`config.mk`:
```
export PLATFORM = sky130hd
export DESIGN_NAME = inline_delimiter_matcher
export DESIGN_NICKNAME = d
export VERILOG_FILES = /design/src/idm_pkg.sv /design/src/idm_cell.sv /design/src/inline_delimiter_matcher.sv
export SDC_FILE = /design/constraint.sdc
export NUM_CORES = 2
export LEC_CHECK = 0
export BUFFER_PORTS_ARGS = -buffer_cell sky130_fd_sc_hd__buf_2
export CAP_MARGIN = 20
export CORE_MARGIN = 2
export CORE_UTILIZATION = 34
export CTS_CLUSTER_DIAMETER = 120
export DETAILED_ROUTE_END_ITERATION = 8
export GPL_ROUTABILITY_DRIVEN = 1
export HOLD_SLACK_MARGIN = 0.15
export PLACE_DENSITY = 0.56
export SETUP_SLACK_MARGIN = 0.5
export SYNTH_ARGS = -nofsm -noshare
export SYNTH_HDL_FRONTEND = slang
export SYNTH_SLANG_ARGS = --single-unit
```
`constraint.sdc`:
```
create_clock -name clk -period 16.95 [get_ports clk]
set_input_delay 3.39 -clock clk [delete_from_list [all_inputs] [get_ports clk]]
set_output_delay 3.39 -clock clk [all_outputs]
set_load 0.02 [all_outputs]
```
`src/idm_pkg.sv`:
```
`timescale 1ns / 1ps
// Package for the inline delimiter matcher: sizes, status and event codes,
// stack entry, cell control, cell status and result types. Depends on nothing.
package idm_pkg;

    localparam int DEPTH    = 32;
    localparam int POS_BITS = 16;
    localparam int IDX_W    = $clog2(DEPTH);
    localparam int CNT_W    = $clog2(DEPTH + 1);

    typedef enum logic [2:0] {
        ST_PUSHED    = 3'd0,
        ST_MATCHED   = 3'd1,
        ST_DISCARDED = 3'd2,
        ST_IGNORED   = 3'd3,
        ST_OVERFLOW  = 3'd4,
        ST_COMMENT   = 3'd5,
        ST_ENTRY     = 3'd6,
        ST_EMPTY     = 3'd7
    } status_t;

    typedef enum logic [1:0] {
        EV_NONE  = 2'd0,
        EV_ENTER = 2'd1,
        EV_EXIT  = 2'd2
    } event_t;

    typedef struct packed {
        logic [3:0]          etype;
        logic                opens;
        logic [POS_BITS-1:0] pos;
        logic [POS_BITS-1:0] len;
        event_t              ev;
    } entry_t;

    // Broadcast from the controller to every cell.
    typedef struct packed {
        logic [3:0]       tok_type;
        logic             probe_load;
        logic             probe_down;
        logic             probe_up;
        logic [IDX_W-1:0] probe_ptr;
        logic             wr_en;
        logic [IDX_W-1:0] wr_ptr;
        entry_t           wr_entry;
        logic             mark_en;
        logic             shift_en;
    } cell_ctrl_t;

    // What a cell reports while the probe sits on it.
    typedef struct packed {
        logic hit;
        logic stop;
        logic marked;
    } cell_stat_t;

    typedef struct packed {
        status_t             status;
        logic [CNT_W-1:0]    slot;
        logic [CNT_W-1:0]    partner;
        logic [3:0]          etype;
        logic [POS_BITS-1:0] pos;
        logic [POS_BITS-1:0] len;
        event_t              ev;
        logic                last;
    } result_t;

endpackage

```
`src/idm_cell.sv`:
```
`timescale 1ns / 1ps
// One stack slot of the matcher chain: holds an entry and the probe bit.
// Depends on idm_pkg.
module idm_cell
    import idm_pkg::*;
(
    input  logic             clk,
    input  logic             rst_n,
    input  logic [IDX_W-1:0] cell_idx,
    input  cell_ctrl_t       ctrl,
    input  entry_t           entry_above,
    input  logic             probe_above,
    input  logic             probe_below,
    output entry_t           entry,
    output logic             probe,
    output cell_stat_t       stat
);

    entry_t entry_reg, entry_next;
    logic   probe_reg, probe_next;

    always_comb
    begin
        if (ctrl.probe_load)
            probe_next = (cell_idx == ctrl.probe_ptr);
        else if (ctrl.probe_down)
            probe_next = probe_above;
        else if (ctrl.probe_up)
            probe_next = probe_below;
        else
            probe_next = probe_reg;
    end

    always_comb
    begin
        entry_next = entry_reg;
        if (ctrl.shift_en)
            entry_next = entry_above;
        else if (ctrl.wr_en && cell_idx == ctrl.wr_ptr)
            entry_next = ctrl.wr_entry;
        else if (ctrl.mark_en && probe_reg)
            entry_next.ev = EV_ENTER;
    end

    always_ff @(posedge clk or negedge rst_n)
    begin
        if (!rst_n)
            probe_reg <= 1'b0;
        else
            probe_reg <= probe_next;
    end

    always_ff @(posedge clk)
    begin
        entry_reg <= entry_next;
    end

    assign entry       = entry_reg;
    assign probe       = probe_reg;
    assign stat.hit    = probe_reg && entry_reg.etype == ctrl.tok_type && entry_reg.opens
                         && entry_reg.ev == EV_NONE;
    assign stat.stop   = probe_reg && entry_reg.etype > ctrl.tok_type;
    assign stat.marked = probe_reg && entry_reg.ev != EV_NONE;

endmodule

```
`src/inline_delimiter_matcher.sv`:
```
`timescale 1ns / 1ps
// Top level of the inline delimiter matcher: controller and the cell chain.
// Depends on idm_pkg and idm_cell.
//
// Usage: tokens of one markup line arrive on the input channel (in_valid,
// in_stall), one transfer per token; a transfer with action set flushes the
// line. Each token gives one result transfer on the output channel
// (out_valid, out_stall); a flush gives one result per stack entry, bottom
// to top, or one empty result, with last set on the final one.
// The stack is a chain of DEPTH cells. A search probe steps one cell per
// cycle from the top of the stack down to the lower bound, and after a
// match at the lower bound it steps back up one cell per cycle.
// A token is dispatched, searched and, if the lower bound moves,
// advanced; then its result enters the output register. A comment writes
// its enter and exit entries in turn. A flush shifts the chain down one
// cell per result, one result per cycle while out_stall is low. One item
// is processed at a time; in_stall is high while an item is in progress.
// Reset empties the stack and clears the comment flag; no clearing pass.
// While the receiver holds out_stall, the result stays in the output
// register and the block waits before producing the next one.
module inline_delimiter_matcher
    import idm_pkg::*;
(
    input  logic                clk,
    input  logic                rst_n,
    input  logic                in_valid,
    output logic                in_stall,
    input  logic                action,
    input  logic [3:0]          token_type,
    input  logic                opens,
    input  logic [POS_BITS-1:0] start_pos,
    input  logic [POS_BITS-1:0] span_len,
    input  logic                is_comment,
    input  logic [POS_BITS-1:0] line_end,
    output logic                out_valid,
    input  logic                out_stall,
    output logic [2:0]          status,
    output logic [CNT_W-1:0]    slot,
    output logic [CNT_W-1:0]    partner_slot,
    output logic [3:0]          entry_type,
    output logic [POS_BITS-1:0] entry_pos,
    output logic [POS_BITS-1:0] entry_len,
    output logic [1:0]          entry_event,
    output logic                last
);

    typedef enum logic [6:0] {
        S_IDLE     = 7'b0000001,
        S_DISPATCH = 7'b0000010,
        S_CMT2     = 7'b0000100,
        S_SEARCH   = 7'b0001000,
        S_ADVANCE  = 7'b0010000,
        S_DONE     = 7'b0100000,
        S_FLUSH    = 7'b1000000
    } state_t;

    state_t              state_reg, state_next;
    logic [CNT_W-1:0]    count_reg, count_next;
    logic [CNT_W-1:0]    lb_reg, lb_next;
    logic                cmt_reg, cmt_next;
    logic [IDX_W-1:0]    srch_reg, srch_next;
    logic [CNT_W-1:0]    rd_reg, rd_next;
    result_t             res_reg, res_next;
    result_t             out_reg, out_next;
    logic                out_valid_reg, out_valid_next;

    logic                tok_action_reg, tok_opens_reg, tok_cmt_reg;
    logic [3:0]          tok_type_reg;
    logic [POS_BITS-1:0] tok_pos_reg, tok_len_reg, tok_end_reg;

    cell_ctrl_t          ctrl;
    entry_t              entry_q [DEPTH];
    logic [DEPTH-1:0]    probe_q;
    cell_stat_t          stat_q [DEPTH];
    logic [DEPTH-1:0]    hit_v, stop_v, marked_v;

    logic                accept, out_free, out_load, do_nomatch, flush_last;
    logic                any_hit, any_stop, any_marked;

    genvar g;
    generate
        for (g = 0; g < DEPTH; g++)
        begin : g_cell
            entry_t above_e;
            logic   above_p, below_p;
            if (g == DEPTH - 1)
            begin : g_top
                assign above_e = '0;
                assign above_p = 1'b0;
            end
            else
            begin : g_mid
                assign above_e = entry_q[g+1];
                assign above_p = probe_q[g+1];
            end
            if (g == 0)
            begin : g_bot
                assign below_p = 1'b0;
            end
            else
            begin : g_up
                assign below_p = probe_q[g-1];
            end
            idm_cell u_cell (
                .clk         (clk),
                .rst_n       (rst_n),
                .cell_idx    (IDX_W'(g)),
                .ctrl        (ctrl),
                .entry_above (above_e),
                .probe_above (above_p),
                .probe_below (below_p),
                .entry       (entry_q[g]),
                .probe       (probe_q[g]),
                .stat        (stat_q[g])
            );
            assign hit_v[g]    = stat_q[g].hit;
            assign stop_v[g]   = stat_q[g].stop;
            assign marked_v[g] = stat_q[g].marked;
        end
    endgenerate

    assign any_hit    = |hit_v;
    assign any_stop   = |stop_v;
    assign any_marked = |marked_v;

    assign in_stall = (state_reg != S_IDLE);
    assign accept   = in_valid && !in_stall;
    assign out_free = !out_valid_reg || !out_stall;

    function automatic result_t tok_res(input status_t st, input logic [3:0] t,
                                        input logic [POS_BITS-1:0] p,
                                        input logic [POS_BITS-1:0] l);
        result_t r;
        r         = '0;
        r.status  = st;
        r.etype   = t;
        r.pos     = p;
        r.len     = l;
        r.ev      = EV_NONE;
        return r;
    endfunction

    // Index of the top entry of a non-empty stack.
    function automatic logic [IDX_W-1:0] count_next_idx(input logic [CNT_W-1:0] c);
        logic [CNT_W-1:0] t;
        t = c - CNT_W'(1);
        return t[IDX_W-1:0];
    endfunction

    always_comb
    begin
        state_next     = state_reg;
        count_next     = count_reg;
        lb_next        = lb_reg;
        cmt_next       = cmt_reg;
        srch_next      = srch_reg;
        rd_next        = rd_reg;
        res_next       = res_reg;
        out_next       = out_reg;
        out_load       = 1'b0;
        do_nomatch     = 1'b0;
        flush_last     = 1'b0;
        ctrl           = '0;
        ctrl.tok_type  = tok_type_reg;
        ctrl.wr_ptr    = count_reg[IDX_W-1:0];

        case (state_reg)
            S_IDLE:
            begin
                if (accept)
                    state_next = S_DISPATCH;
            end
            S_DISPATCH:
            begin
                if (tok_action_reg)
                begin
                    if (count_reg == '0)
                    begin
                        res_next        = '0;
                        res_next.status = ST_EMPTY;
                        res_next.ev     = EV_NONE;
                        res_next.last   = 1'b1;
                        lb_next         = '0;
                        cmt_next        = 1'b0;
                        state_next      = S_DONE;
                    end
                    else
                    begin
                        rd_next    = '0;
                        state_next = S_FLUSH;
                    end
                end
                else if (cmt_reg)
                begin
                    res_next   = tok_res(ST_IGNORED, tok_type_reg, tok_pos_reg, tok_len_reg);
                    state_next = S_DONE;
                end
                else if (tok_cmt_reg)
                begin
                    if (count_reg > CNT_W'(DEPTH - 2))
                    begin
                        res_next   = tok_res(ST_OVERFLOW, tok_type_reg, tok_pos_reg,
                                             tok_len_reg);
                        state_next = S_DONE;
                    end
                    else
                    begin
                        ctrl.wr_en          = 1'b1;
                        ctrl.wr_entry.etype = tok_type_reg;
                        ctrl.wr_entry.opens = tok_opens_reg;
                        ctrl.wr_entry.pos   = tok_pos_reg;
                        ctrl.wr_entry.len   = tok_len_reg;
                        ctrl.wr_entry.ev    = EV_ENTER;
                        res_next            = tok_res(ST_COMMENT, tok_type_reg, tok_pos_reg,
                                                      tok_len_reg);
                        res_next.ev         = EV_ENTER;
                        res_next.slot       = count_reg;
                        res_next.partner    = count_reg + CNT_W'(1);
                        count_next          = count_reg + CNT_W'(1);
                        state_next          = S_CMT2;
                    end
                end
                else if (count_reg > lb_reg)
                begin
                    ctrl.probe_load = 1'b1;
                    ctrl.probe_ptr  = count_next_idx(count_reg);
                    srch_next       = count_next_idx(count_reg);
                    state_next      = S_SEARCH;
                end
                else
                begin
                    do_nomatch = 1'b1;
                end
            end
            S_CMT2:
            begin
                ctrl.wr_en          = 1'b1;
                ctrl.wr_entry.etype = tok_type_reg;
                ctrl.wr_entry.opens = 1'b0;
                ctrl.wr_entry.pos   = tok_end_reg;
                ctrl.wr_entry.len   = '0;
                ctrl.wr_entry.ev    = EV_EXIT;
                count_next          = count_reg + CNT_W'(1);
                cmt_next            = 1'b1;
                state_next          = S_DONE;
            end
            S_SEARCH:
            begin
                if (any_hit)
                begin
                    if (count_reg >= CNT_W'(DEPTH))
                    begin
                        res_next   = tok_res(ST_OVERFLOW, tok_type_reg, tok_pos_reg,
                                             tok_len_reg);
                        state_next = S_DONE;
                    end
                    else
                    begin
                        ctrl.mark_en        = 1'b1;
                        ctrl.wr_en          = 1'b1;
                        ctrl.wr_entry.etype = tok_type_reg;
                        ctrl.wr_entry.opens = tok_opens_reg;
                        ctrl.wr_entry.pos   = tok_pos_reg;
                        ctrl.wr_entry.len   = tok_len_reg;
                        ctrl.wr_entry.ev    = EV_EXIT;
                        res_next            = tok_res(ST_MATCHED, tok_type_reg, tok_pos_reg,
                                                      tok_len_reg);
                        res_next.ev         = EV_EXIT;
                        res_next.slot       = count_reg;
                        res_next.partner    = CNT_W'(srch_reg);
                        count_next          = count_reg + CNT_W'(1);
                        // The probe stays on the opener; at the lower bound it walks up from there.
                        if (CNT_W'(srch_reg) == lb_reg)
                            state_next = S_ADVANCE;
                        else
                            state_next = S_DONE;
                    end
                end
                else if (any_stop || CNT_W'(srch_reg) == lb_reg)
                begin
                    do_nomatch = 1'b1;
                end
                else
                begin
                    srch_next       = srch_reg - IDX_W'(1);
                    ctrl.probe_down = 1'b1;
                end
            end
            S_ADVANCE:
            begin
                if (lb_reg < count_reg && any_marked)
                begin
                    lb_next       = lb_reg + CNT_W'(1);
                    ctrl.probe_up = 1'b1;
                end
                else
                begin
                    state_next = S_DONE;
                end
            end
            S_DONE:
            begin
                if (out_free)
                begin
                    out_next   = res_reg;
                    out_load   = 1'b1;
                    state_next = S_IDLE;
                end
            end
            S_FLUSH:
            begin
                if (out_free)
                begin
                    flush_last       = (rd_reg + CNT_W'(1) == count_reg);
                    out_next         = '0;
                    out_next.status  = ST_ENTRY;
                    out_next.slot    = rd_reg;
                    out_next.etype   = entry_q[0].etype;
                    out_next.pos     = entry_q[0].pos;
                    out_next.len     = entry_q[0].len;
                    out_next.ev      = entry_q[0].ev;
                    out_next.last    = flush_last;
                    out_load         = 1'b1;
                    ctrl.shift_en    = 1'b1;
                    rd_next          = rd_reg + CNT_W'(1);
                    if (flush_last)
                    begin
                        count_next = '0;
                        lb_next    = '0;
                        cmt_next   = 1'b0;
                        state_next = S_IDLE;
                    end
                end
            end
            default:
            begin
                state_next = S_IDLE;
            end
        endcase

        if (do_nomatch)
        begin
            state_next = S_DONE;
            if (tok_opens_reg)
            begin
                if (count_reg >= CNT_W'(DEPTH))
                begin
                    res_next = tok_res(ST_OVERFLOW, tok_type_reg, tok_pos_reg, tok_len_reg);
                end
                else
                begin
                    ctrl.wr_en          = 1'b1;
                    ctrl.wr_entry.etype = tok_type_reg;
                    ctrl.wr_entry.opens = 1'b1;
                    ctrl.wr_entry.pos   = tok_pos_reg;
                    ctrl.wr_entry.len   = tok_len_reg;
                    ctrl.wr_entry.ev    = EV_NONE;
                    res_next            = tok_res(ST_PUSHED, tok_type_reg, tok_pos_reg,
                                                  tok_len_reg);
                    res_next.slot       = count_reg;
                    count_next          = count_reg + CNT_W'(1);
                end
            end
            else
            begin
                res_next = tok_res(ST_DISCARDED, tok_type_reg, tok_pos_reg, tok_len_reg);
            end
        end

        if (out_load)
            out_valid_next = 1'b1;
        else if (out_valid_reg && !out_stall)
            out_valid_next = 1'b0;
        else
            out_valid_next = out_valid_reg;
    end

    always_ff @(posedge clk or negedge rst_n)
    begin
        if (!rst_n)
        begin
            state_reg     <= S_IDLE;
            count_reg     <= '0;
            lb_reg        <= '0;
            cmt_reg       <= 1'b0;
            srch_reg      <= '0;
            rd_reg        <= '0;
            out_valid_reg <= 1'b0;
        end
        else
        begin
            state_reg     <= state_next;
            count_reg     <= count_next;
            lb_reg        <= lb_next;
            cmt_reg       <= cmt_next;
            srch_reg      <= srch_next;
            rd_reg        <= rd_next;
            out_valid_reg <= out_valid_next;
        end
    end

    always_ff @(posedge clk)
    begin
        res_reg <= res_next;
        out_reg <= out_next;
        if (accept)
        begin
            tok_action_reg <= action;
            tok_type_reg   <= token_type;
            tok_opens_reg  <= opens;
            tok_pos_reg    <= start_pos;
            tok_len_reg    <= span_len;
            tok_cmt_reg    <= is_comment;
            tok_end_reg    <= line_end;
        end
    end

    assign out_valid    = out_valid_reg;
    assign status       = out_reg.status;
    assign slot         = out_reg.slot;
    assign partner_slot = out_reg.partner;
    assign entry_type   = out_reg.etype;
    assign entry_pos    = out_reg.pos;
    assign entry_len    = out_reg.len;
    assign entry_event  = out_reg.ev;
    assign last         = out_reg.last;

`ifndef NO_ASSERTIONS
    a_count_range: assert property (@(posedge clk) disable iff (!rst_n)
        count_reg <= CNT_W'(DEPTH))
        else $error("stack count beyond depth");

    a_lb_range: assert property (@(posedge clk) disable iff (!rst_n)
        lb_reg <= count_reg)
        else $error("lower bound above stack top");

    a_probe_single: assert property (@(posedge clk) disable iff (!rst_n)
        $onehot0(probe_q))
        else $error("more than one cell holds the probe");

    a_flush_clears: assert property (@(posedge clk) disable iff (!rst_n)
        (state_reg == S_FLUSH && flush_last) |=> (count_reg == '0 && lb_reg == '0))
        else $error("flush did not empty the stack");
`endif

endmodule
```
After elaboration in Yosys (flattened, before gate mapping)
Index checks and enable logic that the tools add are counted.
- bits of input ports: 59
- output and inout bits: 56
- flip-flop bits (word level): 1475
- logic and storage cells: 1102
- muxes and demuxes: 332
- reduce and logical (&&, ||, !) cells: 381
- equal/unequal tests: 126
- $lt $le $gt $ge: 36
- $add $sub $neg: 5
- operators with widths (kind ; number):
    $mux W39 ; 38
    $mux W37 ; 31
    $mux W54 ; 11
    $logic_and A1 B1 Y1 ; 227
    $pmux W54 S2 ; 2
    $eq A5 B5 Y1 const A ; 32
    $mux W6 ; 24
    $reduce_bool A2 Y1 ; 68
    $mux W1 ; 129
    $eq A4 B4 Y1 ; 32
    $gt A4 B4 Y1 ; 32
    $mux W2 ; 64
    $pmux W39 S3 ; 1
    $reduce_bool A3 Y1 ; 35
    $reduce_or A32 Y1 ; 3
    $mux W7 ; 12
    $eq A4 B5 Y1 const A ; 16
    $mux W40 ; 2
    $logic_not A2 Y1 ; 32
    $mux W52 ; 1
    $pmux W7 S7 ; 1
    $mux W5 ; 9
    $eq A3 B5 Y1 const A ; 8
    $ne A2 B2 Y1 const B ; 13
    other kinds (38) ; 57

Logic depth before layout (Yosys ltp)
- depth after elaboration: 13
- depth in mapped cells: 15
- mapped depth without buffers: 11

Cells and area by module
From an unflattened synthesis, not the netlist that was laid out.
- cell total of the unflattened synthesis: 4811
- area total of the unflattened synthesis: 72314.4 um2
- by module, submodules not included (module ; area each (um2) ; cells an instance ; times used):
    idm_cell ; 1980.6 ; 126 ; 32
    inline_delimiter_matcher ; 8933.6 ; 779 ; 1

Worst setup path after synthesis
OpenSTA, ideal clock, no wires.
- path type: input to register
- start point: input out_stall
- end point: register out_reg (netlist bit entry_event[0]), enable pin
- library setup time: 0.483 ns
- setup slack: 10.422 ns
- stages on the path: 1
- arrival: 6.044 ns
- data required time: 16.467 ns
- cell sequence: a21oi_1
- cells in the longest elaborated chain, start to end: 4
- elaborated cells between the ends (all ways): 5
- RTL lines (item ; line ; source):
    start: declaration ; inline_delimiter_matcher.sv:36 ; input logic out_stall,
    $logic_not A1 Y1 * ; inline_delimiter_matcher.sv:128 ; assign out_free = !out_valid_reg || !out_stall;
    $logic_or A1 B1 Y1 * ; inline_delimiter_matcher.sv:128 ;
    $ne A2 B2 Y1 (no source line) ; -- ;
    $reduce_and A3 Y1 (no source line) * ; -- ;
    end signal: assignment ; inline_delimiter_matcher.sv:405 ; out_reg <= out_next;
    end: declaration ; inline_delimiter_matcher.sv:64 ; result_t out_reg, out_next;
Mark *: on every way between the ends. The rest lies on a longest branch, timed or not.
A chain may end at the register's enable or synchronous reset.

==> results.toml <==
[run_status]
run_status = "complete, no violations"

[clock_tree]
ctsHoldBuffers = 0
cts_resized = 0
clk_pin_slew_ns = 0.06
cts_tree = "yes"
cts.sinks = 1475
postCtsSetupBuffers = 0
htreeDepth = 4
numCtsBuffers = 150
clk_latency_ns = 0.78
cts_root_buf = "clkbuf_16"
cts.path.max_buffers = 3

[global_routing]
antenna_found_initial = 7
grt_pass1_vias = 36800
track_usage_pct = 15.9
overflow = 0
grt_pass1_wl_um = 232000
grt_max_degree = 202

[hold_path]
min_path_type = "reg -> reg"
holdPathEnd = "g_cell[31].u_cell.entry[25]$_SDFFE_PP0P_"
min_delay_path_depth = 2
min-delay-start = "g_cell[31].u_cell.entry[25]$_SDFFE_PP0P_"

[yosys]
synth_cell_type_count = 74
ys_seq_area_share_pct = 69.1
synthCells = 4580
synth_fp_nets = 4786
yosys_warnings = 0
syn_area_mm2 = 0.0631
synth-seq-cells = 1475
synthFlopType = "edfxtp_1"
async_reset_ff_share_pct = 4.34
synth_edf_count = 1372
syn_area_per_cell_um2 = 13.8

[flow_run]
max_cap_viol_count = 0

[power]
p_sw_share_pct = 27.5
leakage_nw = 33.3
ir_drop_mv = 0.0845
clkPwrFrac_pct = 35.3
cellPowerDensity_mw_per_mm2 = 128
seqPwrFrac_pct = 50.2
p_comb_share_pct = 14.4
cellInternalPower_w = 0.00664
p_sw_w = 0.00252

[setup_path]
cpPeakStageDelay_ns = 0.92
path_max_fanout = 191
regToRegEndpoint = "g_cell[29].u_cell.entry[12]$_DFFE_PP_"
timing.rr.start = "tok_type_reg[3]$_DFFE_PP_"
setup.worst_path.start_class = "input pin"
setup.worst_path.class = "in -> reg"
reg2reg_depth = 14
slowest_stage = "buf_4"
worstPathArrival_ns = 7.24
cp-end-kind = "flop"
cp.required_ns = 17.59
crit_family = "buffers and inverters"
cp_cell_sequence = "buf_2 > a21oi_4 > buf_12 > buf_4 > buf_4 > a21o_1"
path_buf_inv = 4
cpMostUsedCell = "buf_4"
rrSetupSlack_ns = 11.08

[cells_and_area]
largest_reg_flops = 1248
areaGrowthSynthToFinish_pct = 13.2
final_common_cell = "edfxtp_1"
final_nets = 4835
n_fill_cell = 17400
drive_gt1_share_pct = 11.6
layout_common_cells = "1372 x edfxtp_1, 1007 x a21o_1, 537 x nand2_1"

[timing]
rsz0062_at_grt = "false"
fin_skew_ns = 0.0266
setup_tns_ns = 0
slew_violations = 0
min_period_over_period_pct = 38.9
max_freq_ghz = 0.152
slew_headroom_pct = 28.0
finalHoldWorstSlack_ns = 0.466
tightest_slew_ns = 1.08
final_hold_viol_count = 0
fin_crit_ns = 6.60
setup_viol = 0

[routing]
drc = 0
post_drt_wl_per_cell_um = 20.8
viasPerCell = 5.18
drt_iter0_markers = 3354
antenna_left = 0
num_vias = 37500
first_pass_iters = 5
routed_wl_um = 151000

[placed_design]
io_buffers = 114
gp_congestion = 0.903
dpl.hpwl_um = 93600

[floorplan]
die-area_mm2 = 0.189
rows = 158
start_util_pct = 34.1
dieWidth_um = 435
io_pins = 115
core_mm2 = 0.185
fp.dieH_um = 435
-- worst max-delay path by stage --
stage	endpoint	cells past startpoint	from
final	g_cell[28].u_cell.entry[12]$_DFFE_PP_	6	out_stall
after global routing	g_cell[30].u_cell.entry[13]$_DFFE_PP_	6	out_stall
after CTS	g_cell[28].u_cell.entry[13]$_DFFE_PP_	6	out_stall
after detailed placement	g_cell[29].u_cell.entry[12]$_DFFE_PP_	6	out_stall
after global placement	g_cell[28].u_cell.entry[12]$_DFFE_PP_	6	out_stall
after floorplan	entry_event[0]$_DFFE_PP_	1	out_stall
-- stage by stage --
step / util (%) / cell area, um^2 / cells / setup slack [ns] / power, W
after floorplan: - / 63100 / 4580 / 10.42 / 0.00547
after global placement: 36.0 / 66500 / 6952 / 9.63 / 0.00596
after detailed placement: 36.0 / 66500 / 6954 / 9.62 / 0.00600
after CTS: 38.6 / 71300 / 7232 / 10.46 / 0.00926
after global routing: 38.6 / 71400 / 7239 / 10.16 / 0.00956
final: 38.6 / 71400 / 7240 / 10.35 / 0.00916
-- final cells by class --
cell class	count	area, um^2	area share (%)
multi-input combinational	2689	18100	25.3
inverter	83	312	0.436
tap	2480	3100	4.35
clock inverter	57	593	0.831
sequential	1475	43600	61.0
antenna	5	12.5	0.0175
clock buffer	221	4220	5.90
timing repair buffer	230	1510	2.11
-- synth_stat cells, types with 10 or more instances --
master    count  area share (%)
o22ai_1      15            0.15
nand4_1      47            0.47
edfxtp_1   1372              65
nor4_1       62            0.62
buf_2        75            0.60
xnor2_1      15            0.21
inv_1        80            0.48
o221ai_1     22            0.31
o21ai_0     143             1.1
a21o_1     1009              12
dfxtp_1      39             1.2
nor2_1      114            0.68
nand2_1     543             3.2
dfrtp_1      63             2.5
a21oi_1     132             1.0
o31ai_1      18            0.21
nand3_1      28            0.22
a22oi_1      20            0.24
ha_1        147             2.9
o21a_1       31            0.37
o21ai_1      11           0.087
clkbuf_1    210             1.3
mux2_2       33            0.59
and2_1       65            0.64
mux2i_1      10            0.16
o32a_1       24            0.38
nand2b_1     13            0.13
o211ai_1     31            0.37
nor2b_1      37            0.37
nor3_1       23            0.18
buf_4        40            0.48
-- worst register-to-register path, delay by kind of cell, from the launching register on --
family	cells	cell delay, ns
buffers and inverters	5	1.53
AO/OA/AOI/OAI	3	1.10
flip-flops	1	0.35
AND/OR/NAND/NOR	5	2.03
adder cells (fa/ha/maj)	1	0.45
-- kinds of logic (layout without fill, tap and decap cells) --
logic type | after synthesis | after routing | share of synthesized area (%)
fa+ha+maj | 147 | 147 | 2.92
simple gates | 961 | 961 | 6.90
xor+xnor | 23 | 23 | 0.319
buf+inv | 416 | 591 | 2.90
compound gates | 1513 | 1513 | 17.1
flops | 1475 | 1475 | 69.1
other cells | 1 | 6 | 0.00595
mux | 44 | 44 | 0.772
-- routing by layer --
layer,global-route usage (%),share of wire [%],up-vias
li1,-,-,17300
met1,21.8,45,18900
met2,24.9,45,1070
met3,3.51,6.7,221
met4,5.50,3.0,6
met5,0,0.030,-
-- power by group through the flow --
stage	clock network, W	registers, W	logic, W
after detailed placement	0	0.00468	0.00132
final	0.00324	0.00460	0.00132
after floorplan	0	0.00461	0.000860
after global placement	0	0.00467	0.00129
after CTS	0.00333	0.00460	0.00133
after global routing	0.00346	0.00463	0.00147
(Power assumes the default switching activity.)
